--- src/design/dpw_pkg.sv ---
// Shared types and constants of the DPW sawtooth oscillator.
package dpw_pkg;

  // Phase handed from the front end to the back end, reduced to 32 fraction bits.
  localparam int unsigned PHASE32_W = 32;
  // Signed width of the scaled difference: 33-bit difference times 32-bit gain.
  localparam int unsigned PROD_W = 65;
  // Entries of the queue between front and back end.
  localparam int unsigned QUEUE_DEPTH = 2;
  localparam int unsigned QUEUE_PTR_W = $clog2(QUEUE_DEPTH);
  localparam int unsigned QUEUE_CNT_W = $clog2(QUEUE_DEPTH + 1);

  // Configuration register indexes.
  localparam logic REG_PHASE_STEP = 1'b0;
  localparam logic REG_GAIN       = 1'b1;

  // Register reset values.
  localparam logic [30:0] PHASE_STEP_RESET = 31'd42852281;
  localparam logic [31:0] GAIN_RESET       = 32'd1686236;

  // One tick request as it waits in the queue.
  typedef struct packed {
    logic [PHASE32_W-1:0] phase;
    logic                 clear;
  } dpw_tick_t;

endpackage

--- src/design/dpw_queue.sv ---
// Short queue of tick requests between front and back end.
module dpw_queue (
  input  logic               clk,
  input  logic               rst_n,
  input  logic               push,
  input  dpw_pkg::dpw_tick_t wdata,
  output logic               full,
  input  logic               pop,
  output dpw_pkg::dpw_tick_t rdata,
  output logic               not_empty
);
  import dpw_pkg::*;

  dpw_tick_t              entry_r [QUEUE_DEPTH];
  logic [QUEUE_PTR_W-1:0] wr_ptr_r;
  logic [QUEUE_PTR_W-1:0] rd_ptr_r;
  logic [QUEUE_CNT_W-1:0] count_r;
  logic                   do_push;
  logic                   do_pop;

  assign full      = (count_r == QUEUE_CNT_W'(QUEUE_DEPTH));
  assign not_empty = (count_r != '0);
  assign rdata     = entry_r[rd_ptr_r];
  assign do_push   = push && !full;
  assign do_pop    = pop && not_empty;

  always_ff @(posedge clk) begin
    if (do_push) begin
      entry_r[wr_ptr_r] <= wdata;
    end
  end

  always_ff @(posedge clk) begin
    if (!rst_n) begin
      wr_ptr_r <= '0;
      rd_ptr_r <= '0;
      count_r  <= '0;
    end else begin
      if (do_push) begin
        wr_ptr_r <= wr_ptr_r + 1'b1;
      end
      if (do_pop) begin
        rd_ptr_r <= rd_ptr_r + 1'b1;
      end
      case ({do_push, do_pop})
        2'b10:   count_r <= count_r + 1'b1;
        2'b01:   count_r <= count_r - 1'b1;
        default: count_r <= count_r;
      endcase
    end
  end

endmodule

--- config.mk ---
export PLATFORM = sky130hd
export DESIGN_NAME = dpw_queue
export DESIGN_NICKNAME = d
export VERILOG_FILES = /design/src/design/dpw_pkg.sv /design/src/design/dpw_queue.sv
export SDC_FILE = /design/constraint.sdc
export NUM_CORES = 1
export LEC_CHECK = 0
export ABC_CLOCK_PERIOD_IN_PS = 4700
export BUFFER_PORTS_ARGS = -buffer_cell sky130_fd_sc_hd__buf_2
export CORE_MARGIN = 8
export CORE_UTILIZATION = 50
export DETAILED_ROUTE_END_ITERATION = 10
export HOLD_SLACK_MARGIN = 0.1
export PLACE_DENSITY = 0.77
export SYNTH_ARGS = -nofsm -noshare
export SYNTH_HDL_FRONTEND = slang
export SYNTH_SLANG_ARGS = --single-unit
--- constraint.sdc ---
create_clock -name clk -period 4.7 [get_ports clk]
set_clock_uncertainty 0.1 [all_clocks]
set_input_delay 0.94 -clock clk [delete_from_list [all_inputs] [get_ports clk]]
set_output_delay 0.94 -clock clk [all_outputs]
set_load 0.03 [all_outputs]
==> results.md <==
- Fill cell count: 400
- Unique cell type count in the Yosys netlist: 19
- Seq/Total Area, Yosys: 79.7%
- Routed len/inst: 16.1 um
- Max FO, Critical Path: 17
- Fin Hold WS: 0.385 ns
- Post-cts sizing count: 0
- DR DRC count: 0
- Ports: 72
- CTS tree: done
- First-pass GRT wire length: 6910 um
- Worst reg2reg startpoint: count_r[0]
- Iter 0 DRT Violations: 73
- CTS max path bufs: 2
- Vias in the first global route: 1453
- HP Class: flip-flop to flip-flop
- F_max: 0.325 GHz
- Post-DR vias/cell: 4.76
- Synth Net Count: 167
- Chip width: 88.3 um
- Total GRT Usage: 12.2%
- Antenna viol nets, final: 0
- Final core occ: 63.8%
- Post-CTS setup buffer count: 0
- FF-to-FF End: entry_r[0][1]
- Netlist Area Pre-Place: 2610 um^2
- End of the critical path: rdata[19]
- PD cells: 589 nW/um^2
- Die Y-Extent: 88.3 um
- Worst slew margin: 52.9%
- Ant diodes: 0
- H-Tree Depth: 3
- DR vias: 1356
- Clk slew on worst S/H paths: 0.07 ns
- Routed WL: 4590 um
- Max-cap violations: 0
- Register area: 2080 um^2
- Worst vdd ir: 0.000317 V
- Worst path arrival time: 2.04 ns
- Critical Path RT: 3.66 ns
- Post-detail-place hpwl: 3160 um
- Max Slew Vio Count: 0
- Placer Congestion: 0.765
- Asr flop ratio synth: 0%
- Port bufs: 71
- Hold Violations, Final: 0
- TritonCTS sink count: 71
- P_leak: 1.24 nW
- Ys flop type: edfxtp_1
- Yosys top cell by area: edfxtp_1
- Post-CTS Hold Buffers: 0
- Outcome: completed
- Post-synth EDFFs: 66
- RSZ-0062 raised after global routing: no
- Startpoint Class: flip-flop
- Syn Area/Cell: 20.2 um^2
- Clk_lat worst skew: 0.32 ns
- Synth warn: 0
- Area of the multi-input gates: 499 um^2
- Cell depth of the worst flop-to-flop path: 5
- Worst Tran Pin Value: 0.706 ns
- CTS root buffer: clkbuf_8
- Fin crit share: 65.5%
- Total grt overflow: 0
- Setup TNS: 0 ns
- # rows: 26
- Initial core utilization: 51.5%
- # nets final: 248
- Pin count of the biggest net entering global routing: 34
- Ratio of cells with drive above 1 in the final layout: 56.7%
- Die area: 7790 um^2
- Pre-Repair DR Iteration Count: 4
- Final setup fails: 0
- CTS Buf Count: 9
- Synthesized flop and latch total: 71
- Reg-to-reg slack, setup: 2.42 ns
- Crit end category: output port
- Synth area leaders: edfxtp_1 76%, mux2_2 14%, dfxtp_1 3.8%, xnor2_1 1.0%, buf_2 0.57%
- WS Path Type: flip-flop to output port
- Tmin final: 3.08 ns
- Area growth, synth to finish: 24.0%
- Initial antenna violation count: 0
- Share of the synthesized area in the top cell type: 75.9%
- Synth Instances: 129
- Core area: 5070 um^2
-- synthesized netlist by cell type (all sizes together), types with 2 or more instances --
master,n
inv,3
dfxtp,5
o21ai,2
nor2b,2
a21boi,2
mux2,33
xnor2,3
or3,2
edfxtp,66
buf,3
-- cell usage in the layout (no fill, tap or decap) --
cell and n:
or2_2 1, or3_1 2, inv_1 2, buf_4 3
clkinv_1 3, a21boi_1 2, ha_1 1, nand2_1 1
clkbuf_1 1, and2_1 1, buf_2 71, edfxtp_1 66
dfxtp_1 5, and3_1 1, inv_2 1, o21a_1 1
xnor2_1 3, nor2b_1 2, bufinv_16 1, mux2_2 33
clkinv_2 2, nand2b_2 1, o21ai_0 2, clkbuf_8 9
-- cell type report --
| class | instances | area share [%] |
|---|---|---|
| Inverter | 3 | 0.348 |
| Multi-Input combinational cell | 51 | 15.4 |
| Clock buffer | 10 | 3.94 |
| Sequential cell | 71 | 64.3 |
| Tap cell | 70 | 2.71 |
| Timing Repair Buffer | 74 | 11.7 |
| Clock inverter | 6 | 1.58 |
-- flip-flops by register name, indices dropped and copies added, names as in the netlist, named ones only --
register	cells
wr_ptr_r	1
count_r	2
entry_r	66
rd_ptr_r	1
-- where the power goes --
| part | leakage (nW) | switching [mW] | total (mW) | internal [mW] |
|---|---|---|---|---|
| clock network | 0.0925 | 0.200 | 0.438 | 0.238 |
| logic | 0.484 | 0.389 | 0.621 | 0.232 |
| registers | 0.659 | 0.0479 | 0.848 | 0.800 |
| total | 1.24 | 0.637 | 1.91 | 1.27 |
-- critical path, stage by stage (launching register included) --
cell     delay (ns)
dfxtp_1        0.78
buf_4          0.37
mux2_2         0.38
buf_2          0.18
-- how the worst min path moves through the flow --
| stage | startpoint | end | slack [ns] | cells after the start |
|---|---|---|---|---|
| floorplan | wr_ptr_r | wr_ptr_r | 0.36 | 2 |
| global placement | wr_ptr_r | wr_ptr_r | 0.37 | 2 |
| detailed placement | wr_ptr_r | wr_ptr_r | 0.38 | 2 |
| CTS | wr_ptr_r | wr_ptr_r | 0.39 | 2 |
| global route | wr_ptr_r | wr_ptr_r | 0.46 | 2 |
| finish | wr_ptr_r | wr_ptr_r | 0.38 | 2 |
-- kinds of logic (layout without fill, tap and decap cells) --
| kind of cell | count (synthesis) | in the layout | share of synthesized area [%] |
|---|---|---|---|
| compound gates | 5 | 5 | 1.25 |
| xor+xnor | 3 | 3 | 1.01 |
| fa+ha+maj | 1 | 1 | 0.479 |
| buf+inv | 7 | 93 | 1.15 |
| flops | 71 | 71 | 79.7 |
| mux | 33 | 33 | 14.2 |
| simple gates | 9 | 9 | 2.16 |
-- per-layer routing --
| layer | vias to the layer above | part of all wire [%] | global-route usage [%] |
|---|---|---|---|
| li1 | 658 | - | - |
| met1 | 651 | 40 | 14.1 |
| met2 | 43 | 52 | 20.0 |
| met3 | 4 | 7.0 | 3.81 |
| met4 | 0 | 1.1 | 6.45 |
| met5 | - | 0 | 0 |
-- through the flow --
stage	setup slack (ns)	power (mW)	cell area, um^2	cells
detailed placement	1.87	1.49	3060	269
global route	1.47	2.00	3240	285
floorplan	2.22	1.32	2610	129
CTS	1.58	1.93	3240	285
global placement	1.89	1.48	3060	269
finish	1.62	1.91	3240	285
Note: power is estimated with default switching activity, not from simulation.
