==> src/design/dpw_pkg.sv <==
// Shared types and constants of the DPW sawtooth oscillator.
package dpw_pkg;

  // Phase handed from the front end to the back end, reduced to 32 fraction bits.
  localparam int unsigned PHASE32_W = 32;
  // Signed width of the scaled difference: 33-bit difference times 32-bit gain.
  localparam int unsigned PROD_W = 65;
  // Entries of the queue between front and back end.
  localparam int unsigned QUEUE_DEPTH = 2;
  localparam int unsigned QUEUE_PTR_W = $clog2(QUEUE_DEPTH);
  localparam int unsigned QUEUE_CNT_W = $clog2(QUEUE_DEPTH + 1);

  // Configuration register indexes.
  localparam logic REG_PHASE_STEP = 1'b0;
  localparam logic REG_GAIN       = 1'b1;

  // Register reset values.
  localparam logic [30:0] PHASE_STEP_RESET = 31'd42852281;
  localparam logic [31:0] GAIN_RESET       = 32'd1686236;

  // One tick request as it waits in the queue.
  typedef struct packed {
    logic [PHASE32_W-1:0] phase;
    logic                 clear;
  } dpw_tick_t;

endpackage

==> src/design/dpw_front.sv <==
// Front end: accepts tick requests, snapshots the phase and advances it.
module dpw_front #(
  parameter int unsigned PHASE_BITS = 32
) (
  input  logic                    clk,
  input  logic                    rst_n,
  input  logic                    in_valid,
  output logic                    in_ready,
  input  logic                    in_clear_extremes,
  input  logic [30:0]             phase_step,
  output logic                    q_push,
  output dpw_pkg::dpw_tick_t      q_wdata,
  input  logic                    q_full
);
  import dpw_pkg::*;

  logic [PHASE_BITS-1:0]           phase_acc_r;
  logic [PHASE_BITS-1:0]           phase_acc_nxt;
  logic [PHASE_BITS+PHASE32_W-1:0] step_wide;
  logic [PHASE_BITS+PHASE32_W-1:0] acc_wide;
  logic [PHASE_BITS-1:0]           step_aligned;

  // Align the Q0.32 step to the accumulator and the accumulator back to Q0.32.
  assign step_wide    = {1'b0, phase_step, {PHASE_BITS{1'b0}}};
  assign step_aligned = step_wide[PHASE_BITS+PHASE32_W-1 -: PHASE_BITS];
  assign acc_wide     = {phase_acc_r, {PHASE32_W{1'b0}}};

  assign in_ready        = !q_full;
  assign q_push          = in_valid && !q_full;
  assign q_wdata.phase   = acc_wide[PHASE_BITS+PHASE32_W-1 -: PHASE32_W];
  assign q_wdata.clear   = in_clear_extremes;
  assign phase_acc_nxt   = phase_acc_r + step_aligned;

  always_ff @(posedge clk) begin
    if (!rst_n) begin
      phase_acc_r <= '0;
    end else if (q_push) begin
      phase_acc_r <= phase_acc_nxt;
    end
  end

endmodule

==> config.mk <==
export PLATFORM = sky130hd
export DESIGN_NAME = dpw_front
export DESIGN_NICKNAME = d
export VERILOG_FILES = /design/src/design/dpw_pkg.sv /design/src/design/dpw_front.sv
export SDC_FILE = /design/constraint.sdc
export NUM_CORES = 1
export LEC_CHECK = 0
export ABC_AREA = 1
export BUFFER_PORTS_ARGS = -buffer_cell sky130_fd_sc_hd__buf_2
export CAP_MARGIN = 25
export CELL_PAD_IN_SITES_DETAIL_PLACEMENT = 0
export CELL_PAD_IN_SITES_GLOBAL_PLACEMENT = 1
export CORE_MARGIN = 2
export CORE_UTILIZATION = 37
export CTS_CLUSTER_DIAMETER = 40
export DETAILED_ROUTE_END_ITERATION = 6
export GPL_TIMING_DRIVEN = 0
export PLACE_DENSITY_LB_ADDON = 0.1
export SYNTH_ARGS = -nofsm -noshare
export SYNTH_HDL_FRONTEND = slang
export SYNTH_SLANG_ARGS = --single-unit
==> constraint.sdc <==
create_clock -name clk -period 2.4 [get_ports clk]
set_input_delay 0.12 -clock clk [delete_from_list [all_inputs] [get_ports clk]]
set_output_delay 0.12 -clock clk [all_outputs]
set_load 0.05 [all_outputs]
==> run summary, run 1 <==
CLOCKING
--------------------------------------------------------------------------------------
Number of H-tree levels .................................................            2
Latest clock arrival within the worst-skew pair .........................       290 ps
Root buffer cell ........................................................ sky130_fd_sc_hd__clkbuf_8
CTS Buffer Depth ........................................................            2
Number of instances resized during post-cts repair ......................            0
TritonCTS clock tree ....................................................          yes
Register clock-pin slew on the reported worst setup and hold paths ......        80 ps
Post CTS Setup Buffer Count .............................................            0
Number of buffers created by CTS ........................................            5
Num Clock Sinks .........................................................           32
CTS Hold Bufs ...........................................................            0

ROUTING
--------------------------------------------------------------------------------------
Per-cell routed wire length .............................................     12.19 um
Total via count in the routed design ....................................         3900
Via count normalized by instance count ..................................        4.524
Drt first pass iters ....................................................            5
Total wirelength of the detailed-routed design ..........................     10.51 mm
Antenna Violating Nets Remaining ........................................            0
Number of DRC markers in iteration 0 ....................................          170
Remaining DRCs ..........................................................            0

GLOBAL ROUTE
--------------------------------------------------------------------------------------
Overall track demand over capacity in global routing ....................       0.2120
Global-route wire length before repair ..................................     17.33 mm
Number of global-route vias before repair ...............................         3620
Overflow after GRT ......................................................            0
Pin count of the biggest net entering global routing ....................           11
Number of antenna violations at the first check in global routing .......            0

CELLS AND AREA
--------------------------------------------------------------------------------------
Post-route cell area .................................................... 0.004134 mm2
Fillers .................................................................         1114
Layout overhead on the synthesized area .................................       16.54%
Share of post-route cells with drive strength above 1 ...................       0.1282
Largest registers in the final layout ................................... phase_acc_r: 32 flops
Largest register by flop count ..........................................  phase_acc_r
Number of flip-flops in the largest register ............................           32
# diodes ................................................................            0
Post-layout utilization of the core .....................................       0.4453
Final nets ..............................................................          801
Final non-filler cell total .............................................          862

FLOORPLANNING
--------------------------------------------------------------------------------------
Die area ................................................................  0.01039 mm2
Area of the placeable core .............................................. 0.009284 mm2
Starting utilization of the core area ...................................       0.3821
Overall die height ......................................................     101.9 um
Overall die width .......................................................     101.9 um
I/O pin total ...........................................................           71
Count of standard-cell rows .............................................           35

STA
--------------------------------------------------------------------------------------
Final critical delay including setup and external delays ................      2144 ps
Max-slew violation total from the final report ..........................            0
Setup Total Neg Slack ...................................................         0 ps
Max-slew headroom at the worst pin ......................................       0.6086
Count of final hold-check violations ....................................            0
Setup repair after global routing missed its margin .....................        false
Slew at the pin closest to its max-slew limit ...........................     587.1 ps
Final Cycle Share .......................................................       0.8933
Clock Skew ..............................................................     7.934 ps
Max frequency ...........................................................    466.4 MHz
Setup violation total in the final timing report ........................            0

SYNTHESIS
--------------------------------------------------------------------------------------
Share of async-settable or async-resettable flops after synthesis .......            0
Synth Cell Area ......................................................... 0.003547 mm2
Sequential cell area fraction in the yosys report .......................       0.1806
Count of flip-flops with a built-in enable after synthesis ..............            0
Prevailing post-synth register cell ..................................... sky130_fd_sc_hd__dfxtp_1
Syn Inst Count ..........................................................          657
Warnings from Yosys .....................................................            0
Flip-flop and latch count after synthesis ...............................           32
Synthesized area per cell ...............................................    5.399 um2
Post-Syn Nets ...........................................................          725
Count of different cell masters after synthesis .........................           30

PLACEMENT
--------------------------------------------------------------------------------------
Placed wire-length estimate .............................................     8.841 mm
Final RePlAce weighted congestion .......................................       0.9120
# port buffers ..........................................................           69
Placed inst area ........................................................ 0.004054 mm2
Post-placement cell count ...............................................          855

POWER
--------------------------------------------------------------------------------------
Leakage power summed over all cells .....................................     2.716 nW
Design Power ............................................................     1.924 mW
IR Drop Worst-Case VDD ..................................................     261.0 uV
Power density over cell area ............................................ 465.4 mW/mm2

WORST SETUP PATH
--------------------------------------------------------------------------------------
Crit path kind .......................................................... flip-flop to flip-flop
CP most frequent cell ................................................... sky130_fd_sc_hd__nand2_1
Kind of end point of the critical path ..................................    flip-flop
Worst reg-to-reg setup slack ............................................       260 ps
Maximum cell stage delay along the critical path ........................       400 ps
Kind of cell with the highest combined delay on the critical path ....... simple AND/OR/NAND/NOR gates
Data arrival time at the worst-slack endpoint ...........................      2340 ps
Critical Path Source Type ...............................................    flip-flop
Cells traversed along the worst timing path ............................. ha_1 -> fa_2 -> nand3_1 -> nand3_2 -> nand3_1 -> nand3b_1 -> nand2_1 -> nand2_1 -> nand2_1 -> nand3_1 -> nand2_1 -> inv_1
Library cell contributing the largest single delay on the critical path . sky130_fd_sc_hd__fa_2
Required time of the worst setup path ...................................      2590 ps
Count of buffer and inverter cells on the critical path .................            1
Largest fanout on the critical path .....................................            4

JOB
--------------------------------------------------------------------------------------
Max-Cap Viols ...........................................................            0

STATUS
--------------------------------------------------------------------------------------
Run status .............................................................. complete, no violations

MIN PATH
--------------------------------------------------------------------------------------
Min-Delay Path Class .................................................... primary input to flip-flop

worst paths after layout:
path                                                    from                            to  cells past startpoint
worst max-delay path             phase_acc_r[0]$_SDFFE_PN0P_  phase_acc_r[28]$_SDFFE_PN0P_                     12
worst min-delay path                                   rst_n  phase_acc_r[31]$_SDFFE_PN0P_                      3
worst max register to register   phase_acc_r[0]$_SDFFE_PN0P_  phase_acc_r[28]$_SDFFE_PN0P_                     12
worst min register to register  phase_acc_r[31]$_SDFFE_PN0P_  phase_acc_r[31]$_SDFFE_PN0P_                      2
power breakdown:
| part | internal [mW] | switching [mW] |
|---|---|---|
| clock network | 0.198 | 0.225 |
| logic | 0.278 | 0.619 |
| registers | 0.572 | 0.0325 |
logic make-up (layout without fill, tap and decap cells):
logic type,count (synthesis),count (layout),synth area share
AO/OA/AOI/OAI,44,44,0.06490
XOR/XNOR,14,14,0.03457
adder cells (fa/ha/maj),32,32,0.1150
buffers and inverters,151,227,0.1637
flip-flops,32,32,0.1806
AND/OR/NAND/NOR,384,384,0.4413
area by class of cell:
cell class,count,area (um2),share of cell area
plain buffers,9,47.55,0.01150
clock buffers,6,72.57,0.01755
clock inverters,1,5.005,0.001211
inverters,142,533.0,0.1289
multi-input cells,474,2328,0.5633
flip-flops and latches,32,640.6,0.1550
well taps,129,161.4,0.03904
repair buffers,69,345.3,0.08354
synth_stat cells, types with 3 or more instances:
cell / n / area share
sky130_fd_sc_hd__ha_1: 31 / 0.11
sky130_fd_sc_hd__xnor2_1: 3 / 0.0074
sky130_fd_sc_hd__o21ai_1: 3 / 0.0042
sky130_fd_sc_hd__a21oi_1: 22 / 0.031
sky130_fd_sc_hd__nand2_2: 5 / 0.0088
sky130_fd_sc_hd__nand3_2: 5 / 0.014
sky130_fd_sc_hd__nor2_1: 95 / 0.10
sky130_fd_sc_hd__and2_1: 4 / 0.0071
sky130_fd_sc_hd__o21ai_0: 15 / 0.021
sky130_fd_sc_hd__xor2_1: 11 / 0.027
sky130_fd_sc_hd__inv_1: 139 / 0.15
sky130_fd_sc_hd__clkbuf_1: 5 / 0.0053
sky130_fd_sc_hd__nand2_1: 231 / 0.24
sky130_fd_sc_hd__dfxtp_1: 32 / 0.18
sky130_fd_sc_hd__nand3_1: 35 / 0.049
cells in the final DEF, fill, tap and decap left out:
| cell | n |
|---|---|
| sky130_fd_sc_hd__clkinv_2 | 1 |
| sky130_fd_sc_hd__xor2_1 | 11 |
| sky130_fd_sc_hd__nand4_1 | 1 |
| sky130_fd_sc_hd__dfxtp_1 | 32 |
| sky130_fd_sc_hd__clkbuf_8 | 5 |
| sky130_fd_sc_hd__inv_2 | 1 |
| sky130_fd_sc_hd__o211ai_1 | 2 |
| sky130_fd_sc_hd__nor2_2 | 2 |
| sky130_fd_sc_hd__and3_1 | 1 |
| sky130_fd_sc_hd__buf_2 | 71 |
| sky130_fd_sc_hd__nand3_1 | 35 |
| sky130_fd_sc_hd__and2_1 | 4 |
| sky130_fd_sc_hd__nand3_2 | 5 |
| sky130_fd_sc_hd__fa_2 | 1 |
| sky130_fd_sc_hd__inv_1 | 139 |
| sky130_fd_sc_hd__clkbuf_1 | 6 |
| sky130_fd_sc_hd__nand3b_1 | 2 |
| sky130_fd_sc_hd__clkinv_1 | 2 |
| sky130_fd_sc_hd__ha_1 | 31 |
| sky130_fd_sc_hd__nor3_2 | 1 |
| sky130_fd_sc_hd__o21bai_1 | 1 |
| sky130_fd_sc_hd__nand2_2 | 5 |
| sky130_fd_sc_hd__o21ai_1 | 3 |
| sky130_fd_sc_hd__o21ai_0 | 15 |
| sky130_fd_sc_hd__nor2_1 | 95 |
| sky130_fd_sc_hd__nor3_1 | 2 |
| sky130_fd_sc_hd__nand2_1 | 231 |
| sky130_fd_sc_hd__xnor2_1 | 3 |
| sky130_fd_sc_hd__buf_6 | 1 |
| sky130_fd_sc_hd__buf_4 | 1 |
| sky130_fd_sc_hd__a21oi_1 | 22 |
| sky130_fd_sc_hd__a21o_1 | 1 |
layer usage:
metal / wire length [um] / up-vias / track usage
met5: 0 / - / 0
met4: 155 / 0 / 0.04718
met3: 424 / 10 / 0.02873
met2: 4262 / 89 / 0.3249
met1: 5667 / 1690 / 0.3154
li1: - / 2111 / -
metrics by stage:
step                hold WS [ps]  setup WS (ps)
floorplan                  240.7          331.2
global placement           436.7          205.6
detailed placement         447.8          194.0
CTS                        131.1          171.8
global route               163.1          77.91
finish                     137.4          256.1
tightest hold or removal path, cell delays in order:
cell and delay, ps:
sky130_fd_sc_hd__buf_2 160, sky130_fd_sc_hd__nand2_1 80, sky130_fd_sc_hd__nor2_1 30
No activity file was read; power rests on OpenSTA's default activity.
==> run 2: changes to the inputs <==
Settings changed: PLACE_DENSITY_LB_ADDON 0.1 to 0.12.
==> run 2 against run 1 <==
Against the previous run: sequential power hardly changed; largest cell class unchanged; clock skew is 0.51 ps lower; clock power is 41% higher; largest power group unchanged; combinational power is 0.4% lower.
==> run summary, run 2 (same netlist as run 1, synthesis figures left out) <==
CLOCKING
---------------------------------------------------------------------------------
TritonCTS clock tree ...............................................          yes
Number of H-tree levels ............................................            2
CTS Buffer Depth ...................................................            2
Num Clock Sinks ....................................................           32
Register clock-pin slew on the reported worst setup and hold paths .        80 ps
Latest clock arrival within the worst-skew pair ....................       290 ps
Number of buffers created by CTS ...................................            5
Root buffer cell ................................................... sky130_fd_sc_hd__clkbuf_8
CTS Hold Bufs ......................................................            0

FLOORPLANNING
---------------------------------------------------------------------------------
I/O pin total ......................................................           71
Count of standard-cell rows ........................................           35
Area of the placeable core ......................................... 0.009284 mm2
Die area ...........................................................  0.01039 mm2
Overall die width ..................................................     101.9 um
Starting utilization of the core area ..............................       0.3821
Overall die height .................................................     101.9 um

STA
---------------------------------------------------------------------------------
Slew at the pin closest to its max-slew limit ......................     619.1 ps
Setup Total Neg Slack ..............................................         0 ps
Clock Skew .........................................................     7.422 ps
Final Cycle Share ..................................................       0.9157
Minimum setup slack in the final design ............................     202.4 ps
Count of final hold-check violations ...............................            0
Max-slew violation total from the final report .....................            0
Setup violation total in the final timing report ...................            0
Max-slew headroom at the worst pin .................................       0.5873
Setup repair after global routing missed its margin ................        false
Max frequency ......................................................    455.0 MHz
Final critical delay including setup and external delays ...........      2198 ps

ROUTING
---------------------------------------------------------------------------------
Remaining DRCs .....................................................            0
Per-cell routed wire length ........................................     11.88 um
Total via count in the routed design ...............................         3865
Number of DRC markers in iteration 0 ...............................          159
Antenna Violating Nets Remaining ...................................            0
Drt first pass iters ...............................................            4
Via count normalized by instance count .............................        4.479
Total wirelength of the detailed-routed design .....................     10.25 mm

CELLS AND AREA
---------------------------------------------------------------------------------
Post-route cell area ............................................... 0.004183 mm2
Largest registers in the final layout .............................. phase_acc_r: 32 flops
Final nets .........................................................          801
Share of post-route cells with drive strength above 1 ..............       0.1308
Number of flip-flops in the largest register .......................           32
Fillers ............................................................         1099
Layout overhead on the synthesized area ............................       17.92%
Most common library cell in the layout ignoring fill and taps ...... sky130_fd_sc_hd__nand2_1
Most frequent cells in the layout .................................. sky130_fd_sc_hd__nand2_1, sky130_fd_sc_hd__inv_1, sky130_fd_sc_hd__nor2_1
# diodes ...........................................................            0
Largest register by flop count .....................................  phase_acc_r

POWER
---------------------------------------------------------------------------------
Power density over cell area ....................................... 499.9 mW/mm2
IR Drop Worst-Case VDD .............................................     237.5 uV
Design Power .......................................................     2.091 mW
Leakage power summed over all cells ................................     2.742 nW

GLOBAL ROUTE
---------------------------------------------------------------------------------
Global-route wire length before repair .............................     16.78 mm
Overall track demand over capacity in global routing ...............       0.2053
Overflow after GRT .................................................            0
Number of antenna violations at the first check in global routing ..            0
Number of global-route vias before repair ..........................         3503
Pin count of the biggest net entering global routing ...............           11

MIN PATH
---------------------------------------------------------------------------------
Min-Delay Path Class ............................................... primary input to flip-flop

PLACEMENT
---------------------------------------------------------------------------------
Placed wire-length estimate ........................................     8.670 mm
Final RePlAce weighted congestion ..................................       0.9362
Placed inst area ................................................... 0.004054 mm2
# port buffers .....................................................           69
Dpl ws .............................................................     216.6 ps

WORST SETUP PATH
---------------------------------------------------------------------------------
Crit path kind ..................................................... flip-flop to flip-flop
Critical Path Source Type ..........................................    flip-flop
Required time of the worst setup path ..............................      2590 ps
Largest fanout on the critical path ................................            4
Data arrival time at the worst-slack endpoint ......................      2390 ps
Kind of end point of the critical path .............................    flip-flop

STATUS
---------------------------------------------------------------------------------
Run status ......................................................... complete, no violations

JOB
---------------------------------------------------------------------------------
Max-Cap Viols ......................................................            0

## run 2: cell count changes in the layout (fill, tap and decap cells not counted), sizes merged
cell | before | now
clkinv | 3 | 2
bufinv | 0 | 1
clkbuf | 11 | 12
## run 2: metal layers
layer,share of wire,wire length (um),GRT usage,vias to the layer above
met1,0.52,5363,0.3053,1655
met2,0.41,4217,0.3229,95
met4,0.0066,68,0.03282,0
li1,-,-,-,2109
met3,0.059,603,0.02531,6
met5,0,0,0,-
## run 2: per-stage QoR
step / instances / hold slack [ps] / utilization
floorplan: 657 / 240.7 / -
global placement: 855 / 437.0 / 0.4367
finish: 863 / 132.9 / 0.4505
detailed placement: 855 / 437.2 / 0.4367
global route: 863 / 157.0 / 0.4505
CTS: 863 / 121.8 / 0.4503
## run 2: final cells by class
type,count,area [um2],area share
Clock inverter,1,30.03,0.007179
Multi-Input combinational cell,474,2328,0.5567
Tap cell,129,161.4,0.03859
Clock buffer,7,96.34,0.02303
Sequential cell,32,640.6,0.1532
Inverter,142,533.0,0.1274
Timing Repair Buffer,69,345.3,0.08256
Buffer,9,47.55,0.01137
## run 2: repair_timing
action                     in CTS  in global routing
setup buffers                   0                  0
resized for setup               0                  1
setup endpoints to repair       0                  1
## run 2: worst max-delay path, cell delays in order (launching register included)
cell and delay, ps:
sky130_fd_sc_hd__dfxtp_1 330, sky130_fd_sc_hd__ha_1 250, sky130_fd_sc_hd__fa_1 470, sky130_fd_sc_hd__nand3_1 130
sky130_fd_sc_hd__nand3_2 130, sky130_fd_sc_hd__nand2_1 100, sky130_fd_sc_hd__nand2_1 100, sky130_fd_sc_hd__nand2_1 90
sky130_fd_sc_hd__nand2_2 90, sky130_fd_sc_hd__nand2_1 140, sky130_fd_sc_hd__nand2_1 70, sky130_fd_sc_hd__nand2_1 60
sky130_fd_sc_hd__nand3_1 60, sky130_fd_sc_hd__nand2_1 60, sky130_fd_sc_hd__inv_1 40
## run 2: final timing paths
check / start / endpoint / slack [ps] / cells after the start
setup / recovery: phase_acc_r[0]$_SDFFE_PN0P_ / phase_acc_r[30]$_SDFFE_PN0P_ / 200 / 14
hold / removal: rst_n / phase_acc_r[31]$_SDFFE_PN0P_ / 130 / 3
setup reg to reg: phase_acc_r[0]$_SDFFE_PN0P_ / phase_acc_r[30]$_SDFFE_PN0P_ / 200 / 14
hold reg to reg: phase_acc_r[31]$_SDFFE_PN0P_ / phase_acc_r[31]$_SDFFE_PN0P_ / 520 / 2
## run 2: where the power goes
part           internal [mW]  switching, mW  total (mW)
clock network          0.367          0.228       0.595
registers              0.572         0.0312       0.603
logic                  0.277          0.616       0.893
total                   1.22          0.875        2.09
